==> src/rtl/rrt_tree_extend_engine_core_assert.svh <==
// Assertion macros shared by the tree extend engine RTL.
`ifndef RRT_TREE_EXTEND_ENGINE_CORE_ASSERT_SVH
`define RRT_TREE_EXTEND_ENGINE_CORE_ASSERT_SVH

// condition holds at every edge outside reset
`define RTE_ASSERT_ALWAYS(lbl, cond) \
  lbl: assert property (@(posedge clk) disable iff (rst) (cond)) \
    else $error("assertion failed");

// antecedent implies consequent in the same cycle
`define RTE_ASSERT_IMPLY(lbl, ante, cons) \
  lbl: assert property (@(posedge clk) disable iff (rst) (ante) |-> (cons)) \
    else $error("assertion failed");

// antecedent implies consequent in the next cycle
`define RTE_ASSERT_NEXT(lbl, ante, cons) \
  lbl: assert property (@(posedge clk) disable iff (rst) (ante) |=> (cons)) \
    else $error("assertion failed");

`endif

==> src/rtl/rte_pkg.sv <==
// Types, codes and constants of the tree extend engine.
`default_nettype none
package rte_pkg;

  localparam int CRD_W  = 16;   // Q12.4 coordinate
  localparam int IDX_W  = 12;   // node index on the ports
  localparam int D2_W   = 33;   // squared distance
  localparam int ROOT_W = 17;   // square root of a squared distance
  localparam int DVD_W  = 34;   // rounding divide dividend
  localparam int DVS_W  = 18;   // rounding divide divisor

  localparam int DEF_MAX_NODES     = 4096;
  localparam int DEF_MAX_OBSTACLES = 4;
  localparam int DEF_SEGMENT_STEPS = 10;
  localparam int RECT_REGS         = 4;

  localparam logic [15:0] STEP_RST  = 16'd160;
  localparam logic [31:0] START_RST = 32'd52433600;
  localparam logic [31:0] GOAL_RST  = 32'd786436800;

  // operations
  localparam logic [1:0] OP_EXTEND  = 2'd0;
  localparam logic [1:0] OP_READ    = 2'd1;
  localparam logic [1:0] OP_CLEAR   = 2'd2;
  localparam logic [1:0] OP_NEAREST = 2'd3;

  // status codes
  localparam logic [2:0] ST_ADDED   = 3'd0;
  localparam logic [2:0] ST_BLOCKED = 3'd1;
  localparam logic [2:0] ST_FULL    = 3'd2;
  localparam logic [2:0] ST_DONE    = 3'd3;
  localparam logic [2:0] ST_NOINDEX = 3'd4;

  // register indexes
  localparam logic [2:0] REG_STEP   = 3'd0;
  localparam logic [2:0] REG_START  = 3'd1;
  localparam logic [2:0] REG_GOAL   = 3'd2;
  localparam logic [2:0] REG_OBSCNT = 3'd3;
  localparam logic [2:0] REG_RECT0  = 3'd4;
  localparam logic [2:0] REG_RECT1  = 3'd5;
  localparam logic [2:0] REG_RECT2  = 3'd6;
  localparam logic [2:0] REG_RECT3  = 3'd7;

  // one stored tree node
  typedef struct packed {
    logic [CRD_W-1:0] x;
    logic [CRD_W-1:0] y;
    logic [IDX_W-1:0] par;
  } node_word_t;

  // request to the rounding divider
  typedef struct packed {
    logic             start;
    logic [DVD_W-1:0] dividend;
    logic [DVS_W-1:0] divisor;
  } div_req_t;

endpackage
`default_nettype wire

==> src/rtl/rte_divider.sv <==
// Restoring divider, one quotient bit per cycle.
`default_nettype none
module rte_divider
  import rte_pkg::*;
(
  input  logic             clk,
  input  logic             rst,
  input  div_req_t         req,
  output logic             done,
  output logic [DVD_W-1:0] quot
);

  localparam int CNT_W = $clog2(DVD_W + 1);

  logic [DVD_W-1:0] q;
  logic [DVS_W-1:0] rem;
  logic [DVS_W-1:0] dvs;
  logic [CNT_W-1:0] cnt;
  logic             busy;
  logic [DVS_W:0]   trial;
  logic [DVS_W:0]   diff;

  // shift in the next dividend bit and trial subtract
  always_comb begin
    trial = {rem, q[DVD_W-1]};
    diff  = trial - {1'b0, dvs};
  end

  always_ff @(posedge clk) begin
    if (rst) begin
      busy <= 1'b0;
      done <= 1'b0;
      cnt  <= '0;
    end else begin
      done <= 1'b0;
      if (req.start) begin
        q    <= req.dividend;
        dvs  <= req.divisor;
        rem  <= '0;
        cnt  <= CNT_W'(DVD_W);
        busy <= 1'b1;
      end else if (busy) begin
        if (trial >= {1'b0, dvs}) begin
          rem <= diff[DVS_W-1:0];
          q   <= {q[DVD_W-2:0], 1'b1};
        end else begin
          rem <= trial[DVS_W-1:0];
          q   <= {q[DVD_W-2:0], 1'b0};
        end
        cnt <= cnt - CNT_W'(1);
        if (cnt == CNT_W'(1)) begin
          busy <= 1'b0;
          done <= 1'b1;
        end
      end
    end
  end

  assign quot = q;

endmodule
`default_nettype wire

==> config.mk <==
export PLATFORM = sky130hd
export DESIGN_NAME = rte_divider
export DESIGN_NICKNAME = d
export VERILOG_FILES = /design/src/rtl/rrt_tree_extend_engine_core_assert.svh /design/src/rtl/rte_pkg.sv /design/src/rtl/rte_divider.sv
export SDC_FILE = /design/constraint.sdc
export NUM_CORES = 1
export LEC_CHECK = 0
export BUFFER_PORTS_ARGS = -buffer_cell sky130_fd_sc_hd__buf_2
export CAP_MARGIN = 30
export CORE_MARGIN = 3
export CORE_UTILIZATION = 40
export DETAILED_ROUTE_END_ITERATION = 6
export GPL_ROUTABILITY_DRIVEN = 1
export GPL_TIMING_DRIVEN = 0
export MAX_ROUTING_LAYER = met4
export PLACE_DENSITY_LB_ADDON = 0.12
export SLEW_MARGIN = 5
export SYNTH_ARGS = -nofsm -noshare
export SYNTH_HDL_FRONTEND = slang
export SYNTH_SLANG_ARGS = --single-unit
==> constraint.sdc <==
create_clock -name clk -period 5.29 [get_ports clk]
set_clock_uncertainty 0.1 [all_clocks]
set_input_delay 1.058 -clock clk [delete_from_list [all_inputs] [get_ports clk]]
set_output_delay 1.058 -clock clk [all_outputs]
set_load 0.01 [all_outputs]
* Word level (Yosys, flattened, before mapping)
Index checks and enable logic that the tools add are counted.
** Storage, ports and cells
- Register bits :: 78
- Bits of input ports :: 55
- Output and inout bits :: 35
- Logic and storage cells :: 29
** Cells by class
- Add/subtract/negate cells :: 2
- Magnitude comparators :: 1
- Equality and inequality tests :: 1
- Multiplexer cells :: 11
- Bitwise operators :: 2
- Reductions and logical operators :: 5
** Operators with widths (count)
- 34-bit two-way mux :: 2
- 18-bit two-way mux :: 2
- 19-bit by 18-bit >= comparator with 1-bit output :: 1
- 18-bit subtractor :: 1
- 6-bit two-way mux :: 2
- 6-bit by 1-bit == test with 1-bit output (second input constant) :: 1
- 6-bit by 1-bit subtractor with 6-bit output (second input constant) :: 1
- 1-bit two-way mux :: 5
- 2-bit AND reduction :: 2
- 3-bit OR reduction :: 1
- 1-bit NOT :: 2
- 2-bit nonzero test :: 1
- 2-bit OR reduction :: 1

* Depth between registers and ports, before layout
- Word-level depth :: 4
- Gate-level depth with buffers :: 11

* Least setup slack after synthesis
No wires, ideal clock.
- Kind :: in2reg
- Start :: input req[52] in the netlist's numbering
- End :: register q[0] (netlist: quot[0]), enable pin
- Setup time :: 463 ps
- Arrival :: 3961 ps
- Setup slack :: 766 ps
- Stages on the path :: 4
- Cell sequence :: clkbuf_1 -> buf_1 -> nor2_1 -> nor2_1
** On the way
- Longest elaborated chain between the ends :: 2
** RTL lines
- start, declared :: RTL line rte_divider.sv:8 : input div_req_t req,
- 2-bit nonzero test (no source line)
- 2-bit AND reduction (no source line)
- end signal, assigned :: RTL line rte_divider.sv:37 : q <= req.dividend;
- end signal, assigned :: RTL line rte_divider.sv:45 : q <= {q[DVD_W-2:0], 1'b1};
- end signal, assigned :: RTL line rte_divider.sv:48 : q <= {q[DVD_W-2:0], 1'b0};
- end, declared :: RTL line rte_divider.sv:15 : logic [DVD_W-1:0] q;
Every way passes these cells.
A chain may end at the register's enable or synchronous reset.

* Final worst setup path
- Start :: register q[33] (netlist: quot[33])
- End :: register rem[14], data pin
** On the way
- Longest elaborated chain between the ends :: 3
- Elaborated cells on any way between the ends :: 4
** RTL lines
- 18-bit subtractor / 19-bit by 18-bit >= comparator with 1-bit output (equally long branches) :: RTL line rte_divider.sv:26, rte_divider.sv:43
- 18-bit two-way mux (*) :: RTL line rte_divider.sv:43 : if (trial >= {1'b0, dvs}) begin
- 18-bit two-way mux (*) :: RTL line rte_divider.sv:42 : end else if (busy) begin
- end signal, assigned :: RTL line rte_divider.sv:44 : rem <= diff[DVS_W-1:0];
- end signal, assigned :: RTL line rte_divider.sv:47 : rem <= trial[DVS_W-1:0];
- end, declared :: RTL line rte_divider.sv:16 : logic [DVS_W-1:0] rem;
Mark *: on every way between the ends. The rest lies on a longest branch, timed or not. The select of a mux whose other input is x is not followed.

==> impl_metrics.env <==
export IMPL_status="finished, final reports clean"
export IMPL_drt_pass1_iter_count=4
export IMPL_antenna_found_initial=0
export IMPL_wl_um=8360
export IMPL_drt_initial_drc_count=83
export IMPL_cp_max_fo=3
export IMPL_gr_total_overflow=0
export IMPL_setup_violations_final=0
export IMPL_hold_path_endpoint="cnt[0]"
export IMPL_fin_crit_sh_pct=56.8
export IMPL_ys_ff_latch=78
export IMPL_min_delay_start="cnt[0]"
export IMPL_period_minus_slack_ps=3000
export IMPL_swShare_pct=27.9
export IMPL_track_usage_pct=15.5
export IMPL_hold_violations=0
export IMPL_synth_edf_count=70
export IMPL_power_leakage_nw=2.08
export IMPL_grt_pass1_vias=2978
export IMPL_hold_depth=2
export IMPL_cts_tree="built"
export IMPL_rsz0062_at_grt="no"
export IMPL_syn_avg_cell_area_um2=12.3
export IMPL_die_h_um=108
export IMPL_clock_path_buffers=2
export IMPL_cpMaxStageDelayCell="fa_1"
export IMPL_netlist_top_cell_by_area="edfxtp_1"
export IMPL_tightest_slew_ps=801
export IMPL_place_congestion=0.785
export IMPL_hold_buffers=0
export IMPL_die_area_um2=11700
export IMPL_cts_root_buffer="clkbuf_8"
export IMPL_pwr_share_comb_pct=22.5
export IMPL_r2r_end="rem[14]"
export IMPL_insertedDiodeCount=0
export IMPL_drc=0
export IMPL_hpwl_um=6280
export IMPL_arrival_ps=2990
export IMPL_cts_buffers_inserted=9
export IMPL_die_width_um=108
export IMPL_timing_rr_start="quot[33]"
export IMPL_r2r_setup_slack_ps=2290
export IMPL_grt_pass1_wl_um=13900
export IMPL_insertion_delay_ps=350
export IMPL_maxCapViolCount=0
export IMPL_place_ws_ps=1870
export IMPL_synth_common_cells="edfxtp_1, mux2_2, nor2_1"
export IMPL_post_place_cells=560
export IMPL_seq_power_share_pct=46.3
export IMPL_synth_top_cell_area_share_pct=50.4
export IMPL_peakVddDrop_v=0.000182
export IMPL_grt_max_degree=30
export IMPL_netSwitchingPower_mw=0.455
export IMPL_cellPowerDensity_nw_per_um2=323
export IMPL_rows=36
export IMPL_r2r_cells=11
export IMPL_hold_class="reg2reg"
export IMPL_placed_area_um2=4820
export IMPL_vias=2871
export IMPL_synth_area_top_cells="edfxtp_1, mux2_2, ha_1, dfxtp_1, mux2i_1"
export IMPL_worst_path_buf_inv=2
export IMPL_async_reset_ff_share_pct=0
export IMPL_initial_core_util_pct=41.9
export IMPL_yosys_warnings=0
export IMPL_power_frac_clock_pct=31.2
export IMPL_stdcell_count=576
export IMPL_synthFlopType="edfxtp_1"
export IMPL_yosysMostFrequentCell="edfxtp_1"
export IMPL_vias_per_cell=4.98
export IMPL_io_buffers=87
export IMPL_pin_count=90
export IMPL_cts_sinks=78
export IMPL_slowest_delay_ps=430
export IMPL_synth_distinct_cells=48
export IMPL_clk_pin_slew_ps=90
export IMPL_wl_per_cell_um=14.5
export IMPL_fin_ws_ps=2290
export IMPL_final_area_um2=5050
export IMPL_final_antenna_net_count=0
export IMPL_ys_seq_area_share_pct=54.2
export IMPL_layout_nets=514
export IMPL_synth_area_um2=4170
export IMPL_core_area_um2=9950
export IMPL_areaGrowthSynthToFinish_pct=21.1
export IMPL_crit_type="reg2reg"
export IMPL_max_freq_mhz=333
export IMPL_path_common_cell="inv_1"
export IMPL_h_tree_depth=3
export IMPL_cp_cell_sequence="inv_1 -> ha_1 -> inv_1 -> fa_1 -> a211o_1 -> a211oi_1 -> o31ai_1 -> a21oi_1 -> xnor2_1 -> mux2i_1 -> nor2_1"
export IMPL_start_kind="flip-flop"
export IMPL_post_cts_resized=0
export IMPL_fin_tns_setup_ps=0
export IMPL_critPathCaptureType="flip-flop"
export IMPL_synth_nets=414
export IMPL_whs_ps=461
export IMPL_final_layout_size_suffix_gt1_share_pct=35.4
export IMPL_cts_setup_buffers=0
export IMPL_intPower_mw=1.18
export IMPL_worstPathRequired_ps=5280
export IMPL_relSlewSlack_pct=46.5
export IMPL_synthCells=338
export IMPL_maxSlewViolCount=0
export IMPL_critical_path_top_delay_family="compound AO/OA/AOI/OAI gates"
[sequential cells by signal, indices dropped and copies added, names as in the netlist]
name	flops
done	1
rem	18
dvs	18
busy	1
quot	34
cnt	6
[per-stage QoR]
step	util [%]	total power, mW
after detailed placement	48.4	1.14
after global placement	47.9	1.13
final	50.7	1.63
after global routing	50.7	1.72
after floorplan	-	1.04
after CTS	50.7	1.66
[worst max-delay path by stage]
stage                   from       end  slack, ps  cells past startpoint
floorplan            req[52]   quot[0]        770                      4
global placement     req[52]  quot[19]       -660                      4
detailed placement   req[52]  quot[18]       1870                      5
CTS                  req[52]  quot[15]       2270                      5
global route        quot[33]   rem[14]       2060                     11
finish              quot[33]   rem[14]       2290                     11
[cells in the final DEF (no fill, tap or decap), types with 3 or more instances in the layout]
cell	netlist	routed
xnor2_1	10	10
clkbuf_8	0	11
a21oi_1	12	12
inv_1	25	25
buf_1	3	3
o21ai_0	7	7
a21o_1	5	5
dfxtp_1	8	8
mux2i_1	16	16
xor2_1	9	9
buf_2	1	88
a21oi_2	4	4
mux2_2	33	33
nand4_1	5	5
inv_6	0	3
nand3_1	3	3
o21a_1	4	4
edfxtp_1	70	70
ha_1	20	20
o21ai_1	4	4
clkbuf_1	5	5
nor4_1	3	3
nor2_1	30	29
nand2_1	19	19
nor3_1	6	6
[layer usage]
layer  wire length [µm]  global-route usage, %  part of all wire, %
met5                  0                      -                    0
met3                510                   5.31                  6.1
met2               3860                   23.4                   46
met4                 98                   4.33                  1.2
met1               3900                   20.1                   47
[cell families (layout without fill, tap and decap cells)]
| group | after synthesis | after routing | synth area share [%] |
|---|---|---|---|
| simple gates | 79 | 79 | 9.00 |
| flops | 78 | 78 | 54.2 |
| compound gates | 54 | 54 | 9.54 |
| mux | 49 | 49 | 12.8 |
| buf+inv | 38 | 143 | 3.99 |
| fa+ha+maj | 21 | 21 | 6.48 |
| xor+xnor | 19 | 19 | 3.99 |
[power by group through the flow]
stage                     sequential (mW)  combinational, mW  clock [mW]
after CTS                           0.756              0.371       0.528
after floorplan                     0.774              0.266           0
after global routing                0.762              0.416       0.547
after detailed placement            0.769              0.370           0
after global placement              0.771              0.360           0
final                               0.755              0.367       0.508
[tightest hold or removal path, cell delays in order (launching register included)]
cell and delay, ps:
dfxtp_1 350, xnor2_1 140, nor3_1 40
[cell type report]
type                    count  area [µm²]
multi-input cells         222        1750
plain buffers              13        72.6
fillers                   902        4900
well taps                 133         166
inverters                  25        93.8
clock inverters             4        56.3
flip-flops and latches     78        2260
clock buffers              12         176
repair buffers             89         470
No activity file was read; power rests on OpenSTA's default activity.
