--- src/rtl/rrt_tree_extend_engine_core_assert.svh ---
// Assertion macros shared by the tree extend engine RTL.
`ifndef RRT_TREE_EXTEND_ENGINE_CORE_ASSERT_SVH
`define RRT_TREE_EXTEND_ENGINE_CORE_ASSERT_SVH

// condition holds at every edge outside reset
`define RTE_ASSERT_ALWAYS(lbl, cond) \
  lbl: assert property (@(posedge clk) disable iff (rst) (cond)) \
    else $error("assertion failed");

// antecedent implies consequent in the same cycle
`define RTE_ASSERT_IMPLY(lbl, ante, cons) \
  lbl: assert property (@(posedge clk) disable iff (rst) (ante) |-> (cons)) \
    else $error("assertion failed");

// antecedent implies consequent in the next cycle
`define RTE_ASSERT_NEXT(lbl, ante, cons) \
  lbl: assert property (@(posedge clk) disable iff (rst) (ante) |=> (cons)) \
    else $error("assertion failed");

`endif

--- src/rtl/rte_pkg.sv ---
// Types, codes and constants of the tree extend engine.
`default_nettype none
package rte_pkg;

  localparam int CRD_W  = 16;   // Q12.4 coordinate
  localparam int IDX_W  = 12;   // node index on the ports
  localparam int D2_W   = 33;   // squared distance
  localparam int ROOT_W = 17;   // square root of a squared distance
  localparam int DVD_W  = 34;   // rounding divide dividend
  localparam int DVS_W  = 18;   // rounding divide divisor

  localparam int DEF_MAX_NODES     = 4096;
  localparam int DEF_MAX_OBSTACLES = 4;
  localparam int DEF_SEGMENT_STEPS = 10;
  localparam int RECT_REGS         = 4;

  localparam logic [15:0] STEP_RST  = 16'd160;
  localparam logic [31:0] START_RST = 32'd52433600;
  localparam logic [31:0] GOAL_RST  = 32'd786436800;

  // operations
  localparam logic [1:0] OP_EXTEND  = 2'd0;
  localparam logic [1:0] OP_READ    = 2'd1;
  localparam logic [1:0] OP_CLEAR   = 2'd2;
  localparam logic [1:0] OP_NEAREST = 2'd3;

  // status codes
  localparam logic [2:0] ST_ADDED   = 3'd0;
  localparam logic [2:0] ST_BLOCKED = 3'd1;
  localparam logic [2:0] ST_FULL    = 3'd2;
  localparam logic [2:0] ST_DONE    = 3'd3;
  localparam logic [2:0] ST_NOINDEX = 3'd4;

  // register indexes
  localparam logic [2:0] REG_STEP   = 3'd0;
  localparam logic [2:0] REG_START  = 3'd1;
  localparam logic [2:0] REG_GOAL   = 3'd2;
  localparam logic [2:0] REG_OBSCNT = 3'd3;
  localparam logic [2:0] REG_RECT0  = 3'd4;
  localparam logic [2:0] REG_RECT1  = 3'd5;
  localparam logic [2:0] REG_RECT2  = 3'd6;
  localparam logic [2:0] REG_RECT3  = 3'd7;

  // one stored tree node
  typedef struct packed {
    logic [CRD_W-1:0] x;
    logic [CRD_W-1:0] y;
    logic [IDX_W-1:0] par;
  } node_word_t;

  // request to the rounding divider
  typedef struct packed {
    logic             start;
    logic [DVD_W-1:0] dividend;
    logic [DVS_W-1:0] divisor;
  } div_req_t;

endpackage
`default_nettype wire

--- src/rtl/rte_isqrt.sv ---
// Integer square root, one result bit per cycle.
`default_nettype none
module rte_isqrt
  import rte_pkg::*;
(
  input  logic              clk,
  input  logic              rst,
  input  logic              start,
  input  logic [D2_W-1:0]   value,
  output logic              done,
  output logic [ROOT_W-1:0] root
);

  localparam int RW    = D2_W + 1;
  localparam int CNT_W = $clog2(ROOT_W + 1);

  logic [RW-1:0]    v;
  logic [RW-1:0]    res;
  logic [RW-1:0]    bitm;
  logic [CNT_W-1:0] cnt;
  logic             busy;
  logic [RW-1:0]    sum;

  assign sum = res + bitm;

  always_ff @(posedge clk) begin
    if (rst) begin
      busy <= 1'b0;
      done <= 1'b0;
      cnt  <= '0;
    end else begin
      done <= 1'b0;
      if (start) begin
        v    <= RW'(value);
        res  <= '0;
        bitm <= RW'(1) << (RW - 2);
        cnt  <= CNT_W'(ROOT_W);
        busy <= 1'b1;
      end else if (busy) begin
        if (v >= sum) begin
          v   <= v - sum;
          res <= (res >> 1) + bitm;
        end else begin
          res <= res >> 1;
        end
        bitm <= bitm >> 2;
        cnt  <= cnt - CNT_W'(1);
        if (cnt == CNT_W'(1)) begin
          busy <= 1'b0;
          done <= 1'b1;
        end
      end
    end
  end

  assign root = res[ROOT_W-1:0];

endmodule
`default_nettype wire
--- config.mk ---
export PLATFORM = sky130hd
export DESIGN_NAME = rte_isqrt
export DESIGN_NICKNAME = d
export VERILOG_FILES = /design/src/rtl/rrt_tree_extend_engine_core_assert.svh /design/src/rtl/rte_pkg.sv /design/src/rtl/rte_isqrt.sv
export SDC_FILE = /design/constraint.sdc
export NUM_CORES = 1
export LEC_CHECK = 0
export ABC_CLOCK_PERIOD_IN_PS = 7460
export BUFFER_PORTS_ARGS = -buffer_cell sky130_fd_sc_hd__buf_2
export CORE_ASPECT_RATIO = 1.75
export CORE_MARGIN = 2
export CORE_UTILIZATION = 60
export DETAILED_ROUTE_END_ITERATION = 7
export PLACE_DENSITY = 0.79
export SKIP_CTS_REPAIR_TIMING = 1
export SLEW_MARGIN = 20
export SYNTH_ARGS = -nofsm -noshare
export SYNTH_HDL_FRONTEND = slang
export SYNTH_SLANG_ARGS = --single-unit
--- constraint.sdc ---
create_clock -name clk -period 7.46 [get_ports clk]
set_input_delay 0.373 -clock clk [delete_from_list [all_inputs] [get_ports clk]]
set_output_delay 0.373 -clock clk [all_outputs]
set_load 0.05 [all_outputs]
* Word-level counts from Yosys, hierarchy flattened *
Index checks and enable logic that the tools add are counted.

storage, ports and cells
  logic and storage cells = 34
  output and inout port bits = 18
  register bits = 92

operators by class
  add/sub/neg operators = 4
  equal/unequal tests = 1
  order comparisons = 1
  reduce and logical (&&, ||, !) cells = 6
  bitwise operators = 2
  muxes and demuxes = 12

operators by type and width
  operator             count
  $mux 34              4
  $mux 33              2
  $add 33x33->34       1
  $add 34x33->34       1
  $ge 34x34->1         1
  $sub 34x34->34       1
  $mux 5               2
  $eq 5x1->1 const B   1
  $sub 5x1->5 const B  1
  $mux 1               4
  $reduce_bool 2->1    2
  $reduce_and 3->1     1
  $reduce_or 3->1      1
  $not 1->1            2
  $reduce_and 2->1     1
  $reduce_or 2->1      1

* Depth between registers and ports, before layout *
Gate-level depths: netlist of run 1.

  word-level depth = 5
  gate-level depth with buffers = 21
  gate-level depth less buffers = 19

* Least setup slack after synthesis of run 1 *
No wires, ideal clock.

  path type = register to register
  start = register res[4]
  end = register v[0], enable pin
  required time = 7.067 ns
  arrival = 4.877 ns
  setup time = 0.393 ns
  stages on the path, launching flop included = 20
  path slack = 2.190 ns
  cell sequence = edfxtp_1 ha_1 a211oi_2 a211oi_1 a211o_1 a31o_2 a21bo_1 a21o_1 a21oi_1 xor2_1 ha_1 and2_2 and3_1 nand4_1 nor4_1 a31oi_1 o21a_1 nand2_2 buf_6 o21a_1

between the ends
  cells in the longest elaborated chain, start to end = 4

ends and longest elaborated chain
  item                         RTL line         source
  start: declaration           rte_isqrt.sv:18  logic [RW-1:0] res;
  start signal: assignment     rte_isqrt.sv:42  res <= (res >> 1) + bitm;
  start signal: assignment     rte_isqrt.sv:44  res <= res >> 1;
  $add 34x33->34               rte_isqrt.sv:24  assign sum = res + bitm;
  $ge 34x34->1                 rte_isqrt.sv:40  if (v >= sum) begin
  $reduce_bool 2->1 (no line)  -
  $reduce_and 3->1 (no line)   -
  end signal: assignment       rte_isqrt.sv:34  v <= RW'(value);
  end signal: assignment       rte_isqrt.sv:41  v <= v - sum;
  end: declaration             rte_isqrt.sv:17  logic [RW-1:0] v;

No other way between the ends.
A chain may end at the register's enable or synchronous reset.

* Final worst setup path of run 1 *
  start = register res[4]
  end = register v[28], enable pin

Same word-level chain as after synthesis.

==> results of run 1 <==
## report_power, final
group	leakage, nW	total [mW]	internal, mW	switching [mW]
sequential	0.876	0.720	0.655	0.0655
combinational	2.42	0.999	0.392	0.608
clock	0.135	0.458	0.258	0.200
## layer usage
layer	vias to the layer above	share of wire, %	routed length [microns]	global-route usage [%]
li1	3389	-	-	-
met2	218	54	11200	55.7
met5	-	0	0	0
met4	0	5.0	1040	15.6
met1	3296	37	7670	29.7
met3	68	3.4	693	2.93
## worst max-delay path: stages (launching register included)
cell	delay, ns
edfxtp_1	0.47
ha_1	0.40
a211oi_2	0.08
a211oi_1	0.52
a211o_1	0.26
a31o_2	0.21
a21bo_1	0.18
a21o_1	0.20
a21oi_1	0.10
xor2_1	0.16
ha_1	0.38
and2_2	0.23
and3_1	0.23
nand4_1	0.14
nor4_1	0.27
a31oi_1	0.18
o21a_1	0.14
buf_4	0.21
nand2_2	0.39
o21a_1	0.17
buf_4	0.40
## Yosys cell counts, types with 5 or more instances
library cell	number
xor2_1	37
dfxtp_1	7
o21ai_0	63
and3_1	11
nor2_1	56
mux2_2	8
a21boi_0	5
ha_1	72
nor3_2	6
clkbuf_1	24
buf_4	18
a31o_2	8
a21oi_1	54
o21a_1	11
a31oi_1	28
nand2_1	77
a21o_1	22
xnor2_1	29
edfxtp_1	85
nor3_1	24
nand3_1	19
mux2_1	7
and4_1	8
nand4_1	16
a211oi_2	7
o21bai_1	7
nor2b_1	33
inv_1	28
o31ai_1	9
a21oi_2	7
nor3b_1	6
a211oi_1	16
## metrics by stage
stage / power (mW) / util [%]
floorplan: 1.49 / -
global placement: 1.69 / 62.8
detailed placement: 1.71 / 62.8
CTS: 2.17 / 65.0
global route: 2.31 / 65.0
finish: 2.18 / 65.0
## cell type report
class                      instances  area [sq um]
multi-input combinational        720          5080
sequential                        92          2690
inverter                          28           105
tap                              174           218
clock buffer                       9           225
fill                            1170          4680
timing repair buffer              59           313
clock inverter                     6          66.3
## kinds of logic after synthesis
| family | share of synthesized area [%] |
|---|---|
| simple gates | 17.6 |
| flops | 33.0 |
| mux | 2.38 |
| buf+inv | 4.92 |
| compound gates | 23.7 |
| xor+xnor | 7.08 |
| fa+ha+maj | 11.3 |
## final timing paths
check | end | start | slack, ns
max | v[28]$_DFFE_PP_ | res[4]$_SDFFCE_PP0P_ | 1.75
min reg2reg | cnt[1]$_SDFFE_PP0P_ | cnt[1]$_SDFFE_PP0P_ | 0.52
min | v[16]$_DFFE_PP_ | value[16] | 0.30
max reg2reg | v[28]$_DFFE_PP_ | res[4]$_SDFFCE_PP0P_ | 1.75
## registers in the layout, summed over array words and instances, names as in the netlist
| register | cells |
|---|---|
| res | 34 |
| v | 34 |
| bitm | 17 |
| cnt | 5 |
| busy | 1 |
| done | 1 |
## cells in the final DEF (no fill, tap or decap), types with 4 or more instances in the layout
cell / instances
mux2_2: 8
a21boi_0: 5
o21ai_0: 63
mux2_1: 7
inv_1: 28
nor3_2: 6
and3_1: 11
a31oi_1: 28
a21oi_1: 54
nand3_1: 19
a21o_1: 22
xnor2_1: 29
a31o_2: 8
o21bai_1: 7
buf_2: 52
a311oi_1: 4
o21a_1: 11
nand2b_1: 4
and4_1: 8
ha_1: 72
a211oi_1: 16
nand2_1: 77
nor2b_1: 33
nor3_1: 24
a21oi_2: 7
xor2_1: 37
nor3b_1: 6
o221ai_1: 4
clkbuf_16: 9
o31ai_1: 9
nor2_1: 55
nand4_1: 16
buf_4: 7
dfxtp_1: 7
a211oi_2: 7
edfxtp_1: 85
==> impl_metrics.csv, run 1 <==
group,metric,value,unit
final_layout,diodes,0,
yosys,yosysTopAreaCellShare,31.3,%
worst_setup_path,cp.arrival,5.70,ns
yosys,ys_warn_count,0,
sta,worst_pin_slew,0.701,ns
run_status,status,"finished, final reports clean",
cts,h-tree-depth,3,
floorplan,start_util,61.0,%
placement,dpl-instance-area,8410,sq um
power,power_density,250,nW/um^2
route,drtPass1Iterations,5,
yosys,synth_seq_cells,92,
global_routing,grt_max_degree,76,
global_routing,antenna_found_initial,0,
yosys,synthCells,889,
cts,clkSinkCount,92,
sta,finClkSkew,0.0101,ns
final_layout,final_area,8700,sq um
cts,clock_latency,0.35,ns
final_layout,syn_to_final_growth,6.58,%
placement,dp_slack,1.86,ns
yosys,ys_top_cells_by_area,"edfxtp_1 (31%), ha_1 (11%), xor2_1 (4.0%)",
worst_setup_path,cp.required,7.45,ns
worst_setup_path,path_class,"reg2reg",
sta,fin_ws,1.75,ns
floorplan,dieWidth,92.2,microns
global_routing,overflow,0,
yosys,syn-num-nets,998,
floorplan,num_io_pins,54,
yosys,synth_ff_type,"edfxtp_1",
global_routing,grt_pass1_vias,6837,
floorplan,die_h,158,microns
placement,io_buffer_count,53,
placement,routabilityCongestion,0.937,
route,ant_nets,0,
sta,final-hold-violation-count,0,
cts,cts.clk_slew.worst_paths,0.07,ns
yosys,netlist_area,8160,sq um
route,routedWlPerCell,18.9,microns
yosys,yosysSeqAreaShare,33.0,%
yosys,yosysUniqueCellTypes,81,
global_routing,grt_pass1_wl,32.7,mm
yosys,syn_area_per_cell,9.18,sq um
global_routing,grt_usage,28.6,%
sta,final_max_slew_viol_count,0,
route,vias,6971,
cts,cts_buffers,9,
final_layout,layout-drive-gt1-share,13.8,%
sta,maxSlewHeadroom,53.2,%
worst_setup_path,critPathLaunchType,"register",
floorplan,dieArea,14600,sq um
yosys,synth_edf_count,85,
sta,rsz0062_at_grt,"no",
sta,setup-tns-final,0,ns
route,drt_iter0_markers,389,
min_path,hold-path-cell-count,3,
route,viasPerCell,6.41,
route,route.detailed.drc,0,
min_path,hp-class,"in2reg",
sta,setup_viol,0,
cts,cts_root_buf,"clkbuf_16",
final_layout,stdcell_count,1088,
route,wirelength,20.6,mm
placement,dp_hpwl,15.2,mm
worst_setup_path,cp_max_fo,34,
yosys,async_flop_share,0,%
sta,finalCritPeriodShare,76.5,%
final_layout,fin_nets,1019,
cts,clockBufferDepth,2,
sta,holdWs,0.304,ns
sta,fmax,0.175,GHz
placement,place_inst,1073,
power,ir_worst_vdd,125,uV
worst_setup_path,r2r_cells,20,
yosys,yosysTopAreaCell,"edfxtp_1",
floorplan,core,13400,sq um
floorplan,std_cell_rows,56,
worst_setup_path,end_kind,"register",
cts,cts_tree,"yes",
run,drv_cap,0,
power,p_leak,3.44,nW
sta,finalCriticalPeriod,5.71,ns
No activity file was read; power rests on OpenSTA's default activity.
==> inputs of run 2 (changes only) <==
- ABC_CLOCK_PERIOD_IN_PS: 7460 -> 5200
- CORE_UTILIZATION: 60 -> 56
- PLACE_DENSITY: 0.79 -> 0.78
- clock period: 7.46 -> 5.2 ns (I/O delays scaled with it)
==> impl_metrics.csv, run 2 (synthesis gave the netlist of run 1 again) <==
group,metric,value,unit
run_status,status,"finished, final reports clean",
worst_setup_path,cp_max_fo,8,
sta,fin_ws,0.258,ns
floorplan,dieWidth,95.3,microns
final_layout,final_area,8980,sq um
sta,setup-tns-final,0,ns
global_routing,grt_max_degree,72,
sta,setup_viol,0,
global_routing,grt_usage,28.0,%
global_routing,met1_usage,28.4,%
sta,final-hold-violation-count,0,
cts,clkSinkCount,92,
power,total_power,3.23,mW
worst_setup_path,path_class,"reg2reg",
sta,final_max_slew_viol_count,0,
placement,routabilityCongestion,0.974,
worst_setup_path,end_kind,"register",
power,ir_worst_vdd,162,uV
run,drv_cap,0,
route,ant_nets,0,
sta,maxSlewHeadroom,53.3,%
final_layout,final_common_cell,"edfxtp_1",
route,wirelength,21.8,mm
route,viasPerCell,6.42,
cts,cts.clk_slew.worst_paths,0.08,ns
sta,worst_pin_slew,0.700,ns
final_layout,diodes,0,
cts,cts_root_buf,"clkbuf_16",
placement,dp_slack,0.126,ns
power,power_density,360,nW/um^2
sta,finalCritPeriodShare,95.0,%
floorplan,num_io_pins,54,
floorplan,start_util,57.1,%
global_routing,grt_pass1_vias,6994,
route,routedWlPerCell,19.5,microns
cts,clock_latency,0.36,ns
route,drt_iter0_markers,402,
placement,dp_hpwl,16.1,mm
worst_setup_path,cp.arrival,5.06,ns
global_routing,antenna_found_initial,0,
route,route.detailed.drc,0,
route,vias,7195,
cts,clockBufferDepth,2,
route,drtPass1Iterations,5,
min_path,hp-class,"in2reg",
global_routing,overflow,0,
floorplan,core,14300,sq um
cts,cts_tree,"yes",
placement,dpl-instance-area,8580,sq um
floorplan,die_h,164,microns
floorplan,std_cell_rows,58,
sta,finalCriticalPeriod,4.94,ns
sta,finClkSkew,0.0137,ns
final_layout,most-common-layout-cells,"edfxtp_1 (85), nand2_1 (77), ha_1 (69), o21ai_0 (61), nor2_1 (55)",
global_routing,grt_pass1_wl,33.7,mm
final_layout,reg_top3,"res (34), v (34), bitm (17)",
global_routing,use_met3,3.76,%
floorplan,dieArea,15600,sq um
global_routing,grt_use_met2,51.1,%
sta,fmax,0.202,GHz
worst_setup_path,critPathLaunchType,"register",
global_routing,grt_busiest_layer,"met2",
worst_setup_path,cp.required,5.32,ns
power,p_leak,3.58,nW
final_layout,layout-drive-gt1-share,17.2,%
placement,io_buffer_count,53,
final_layout,fin_nets,1045,
cts,h-tree-depth,3,
final_layout,syn_to_final_growth,10.0,%
cts,cts_buffers,9,
run 2: cell count changes in the layout (fill, tap and decap cells not counted), moves of 2 or more:
cell        previous run  this run
a21oi_1               54        52
a21oi_2                7         9
a31oi_1               28        26
a31oi_2                1         3
buf_4                  7        32
clkinvlp_4             2         0
ha_1                  72        69
ha_4                   0         2
inv_6                  0         2
o21ai_0               63        61
o21ai_1                3         5
run 2: per-stage QoR:
| stage | std cells | hold slack [ns] | util, % |
|---|---|---|---|
| 6_report | 1121 | 0.180 | 62.8 |
| 5_1_grt | 1121 | 0.196 | 62.8 |
| 4_1_cts | 1113 | 0.176 | 62.1 |
| 3_5_place_dp | 1097 | 0.518 | 60.0 |
| 3_3_place_gp | 1097 | 0.503 | 60.0 |
| 2_1_floorplan | 889 | 0.359 | - |
run 2: critical path: stages, from the launching register on:
cell      delay (ns)
edfxtp_1        0.48
ha_4            0.30
a211oi_2        0.17
a211oi_1        0.09
a211o_1         0.30
a31o_2          0.29
a21bo_1         0.21
a21o_1          0.24
a21oi_2         0.17
xor2_1          0.09
ha_1            0.39
and2_4          0.20
and3_1          0.22
nand4_1         0.15
nor4_2          0.28
a31oi_1         0.17
o21a_2          0.24
buf_4           0.21
a21oi_1         0.14
mux2_2          0.34
run 2: worst paths after layout:
path	from	to	slack, ns	depth (start not counted)
worst max-delay path	res[4]$_SDFFCE_PP0P_	res[5]$_SDFFCE_PP0P_	0.26	19
worst max register to register	res[4]$_SDFFCE_PP0P_	res[5]$_SDFFCE_PP0P_	0.26	19
worst min-delay path	value[6]	v[6]$_DFFE_PP_	0.18	3
worst min register to register	cnt[1]$_SDFFE_PP0P_	cnt[1]$_SDFFE_PP0P_	0.52	2
run 2: report_power, final:
group | internal (mW) | switching, mW | total, mW
logic | 0.617 | 0.909 | 1.53
clock network | 0.376 | 0.307 | 0.683
registers | 0.938 | 0.0819 | 1.02
total | 1.93 | 1.30 | 3.23
run 2: area by class of cell:
type | instances | area (sq um)
multi-input cells | 720 | 5130
inverters | 28 | 105
well taps | 180 | 225
clock inverters | 7 | 73.8
flip-flops and latches | 92 | 2690
clock buffers | 9 | 225
repair buffers | 85 | 520
fillers | 1245 | 5320
run 2: routing by layer:
layer	share of wire, %	vias up
met1	37	3390
met5	0	-
met2	53	245
li1	-	3458
met4	7.2	0
met3	3.6	102
==> inputs of run 3 (changes only) <==
- CORE_ASPECT_RATIO: 1.75 -> 1.2
==> impl_metrics.csv, run 3 (synthesis gave the netlist of run 1 again) <==
group,metric,value,unit
run_status,status,"finished, final reports clean",
power,p_leak,3.55,nW
power,pwr-share-clk,21.7,%
floorplan,core,14300,sq um
route,viasPerCell,6.35,
worst_setup_path,cp_max_fo,6,
final_layout,fillCellCount,1202,
sta,fin_ws,0.194,ns
floorplan,die_h,136,microns
min_path,min-delay-start,"value[18]",
placement,routabilityCongestion,0.954,
cts,cts.clk_slew.worst_paths,0.08,ns
route,drtPass1Iterations,5,
global_routing,grt_pass1_vias,6701,
final_layout,most-common-layout-cells,"edfxtp_1 (85), nand2_1 (77), ha_1 (69), o21ai_0 (61), nor2_1 (55)",
final_layout,reg_top3,"res (34), v (34), bitm (17)",
sta,setup_viol,0,
power,switching_power,1.29,mW
power,pwr-share-seq,31.8,%
placement,dp_slack,0.245,ns
floorplan,std_cell_rows,48,
power,total_power,3.21,mW
power,comb_power_share,46.5,%
sta,maxSlewHeadroom,50.7,%
worst_setup_path,end_kind,"register",
power,ir_worst_vdd,161,uV
cts,clkSinkCount,92,
worst_setup_path,setup.worst_path.end,"res[29]$_SDFFCE_PP0P_",
worst_setup_path,r2r_setup_slack,0.19,ns
cts,cts_tree,"yes",
route,route.detailed.drc,0,
sta,worst_pin_slew,0.739,ns
route,wirelength,20.3,mm
floorplan,dieWidth,114,microns
cts,clockBufferDepth,2,
worst_setup_path,r2r_end,"res[29]$_SDFFCE_PP0P_",
final_layout,fin_nets,1036,
worst_setup_path,cp.required,5.31,ns
global_routing,grt_pass1_wl,32.7,mm
sta,finClkSkew,0.0120,ns
power,power_density,359,nW/um^2
sta,fmax,0.200,GHz
route,routedWlPerCell,18.3,microns
final_layout,fin_util,62.5,%
worst_setup_path,crit_path_start,"res[4]$_SDFFCE_PP0P_",
route,ant_nets,0,
sta,finalCritPeriodShare,96.3,%
final_layout,diodes,0,
run,drv_cap,0,
worst_setup_path,r2r_cells,19,
floorplan,start_util,57.1,%
sta,final-hold-violation-count,0,
worst_setup_path,cp.arrival,5.12,ns
sta,final_max_slew_viol_count,0,
worst_setup_path,path_class,"reg2reg",
floorplan,num_io_pins,54,
sta,holdWs,0.169,ns
cts,cts_buffers,9,
power,p_int,1.92,mW
route,vias,7028,
global_routing,antenna_found_initial,0,
cts,h-tree-depth,3,
worst_setup_path,r2r_start,"res[4]$_SDFFCE_PP0P_",
sta,setup-tns-final,0,ns
global_routing,grt_max_degree,70,
min_path,hp-class,"in2reg",
final_layout,layout-drive-gt1-share,16.8,%
global_routing,grt_usage,26.5,%
placement,dp_hpwl,14.8,mm
power,p_sw_share,40.2,%
worst_setup_path,critPathLaunchType,"register",
final_layout,final_common_cell,"edfxtp_1",
route,drt_iter0_markers,613,
cts,cts_root_buf,"clkbuf_16",
cts,clock_latency,0.36,ns
floorplan,dieArea,15600,sq um
sta,finalCriticalPeriod,5.01,ns
global_routing,overflow,0,
placement,io_buffer_count,53,
final_layout,syn_to_final_growth,9.49,%
[run 3: worst max-delay path, cell delays in order (launching register included)]
cell and delay (ns):
edfxtp_1 0.51, ha_4 0.30, a211oi_2 0.17, a211oi_1 0.10, a211o_1 0.31, a31o_2 0.29, a21bo_1 0.21, a21o_1 0.24
a21oi_1 0.18, xor2_1 0.10, ha_2 0.38, and2_2 0.21, and3_4 0.21, nand4_1 0.17, nor4_4 0.28, a31oi_2 0.17
o21a_2 0.21, buf_4 0.17, a22oi_1 0.17, mux2_2 0.36
[run 3: worst min-delay path by stage]
stage	to	slack (ns)	cells after the start
4_1_cts	v[18]$_DFFE_PP_	0.17	3
5_1_grt	busy$_SDFF_PP0_	0.20	2
3_5_place_dp	cnt[1]$_SDFFE_PP0P_	0.53	2
2_1_floorplan	bitm[32]$_SDFFCE_PP1P_	0.36	0
3_3_place_gp	cnt[1]$_SDFFE_PP0P_	0.50	2
6_report	v[18]$_DFFE_PP_	0.17	3
[run 3: metal layers]
metal / routed length (microns) / up-vias / global-route usage (%)
li1: - / 3438 / -
met1: 8450 / 3280 / 32.4
met2: 9980 / 251 / 45.8
met3: 933 / 59 / 2.76
met4: 906 / 0 / 14.0
met5: 0 / - / 0
[run 3: power groups by stage]
stage	clock network (mW)	registers [mW]	logic, mW
after floorplan	0	1.01	1.14
after global placement	0	1.03	1.41
after detailed placement	0	1.04	1.44
after CTS	0.703	1.02	1.45
after global routing	0.730	1.03	1.65
final	0.698	1.02	1.49
[run 3: stage by stage]
stage                     instance area (sq um)  instances
after floorplan                            8180        889
after global placement                     8520       1087
after detailed placement                   8520       1087
after CTS                                  8830       1103
after global routing                       8940       1107
final                                      8940       1107
[run 3: layout make-up]
class | count | area, sq um | area share, %
clock buffer | 9 | 225 | 2.52
clock inverter | 7 | 80.1 | 0.896
inverter | 28 | 105 | 1.18
multi-input combinational | 720 | 5170 | 57.9
sequential | 92 | 2690 | 30.1
tap | 175 | 219 | 2.45
timing repair buffer | 76 | 444 | 4.97
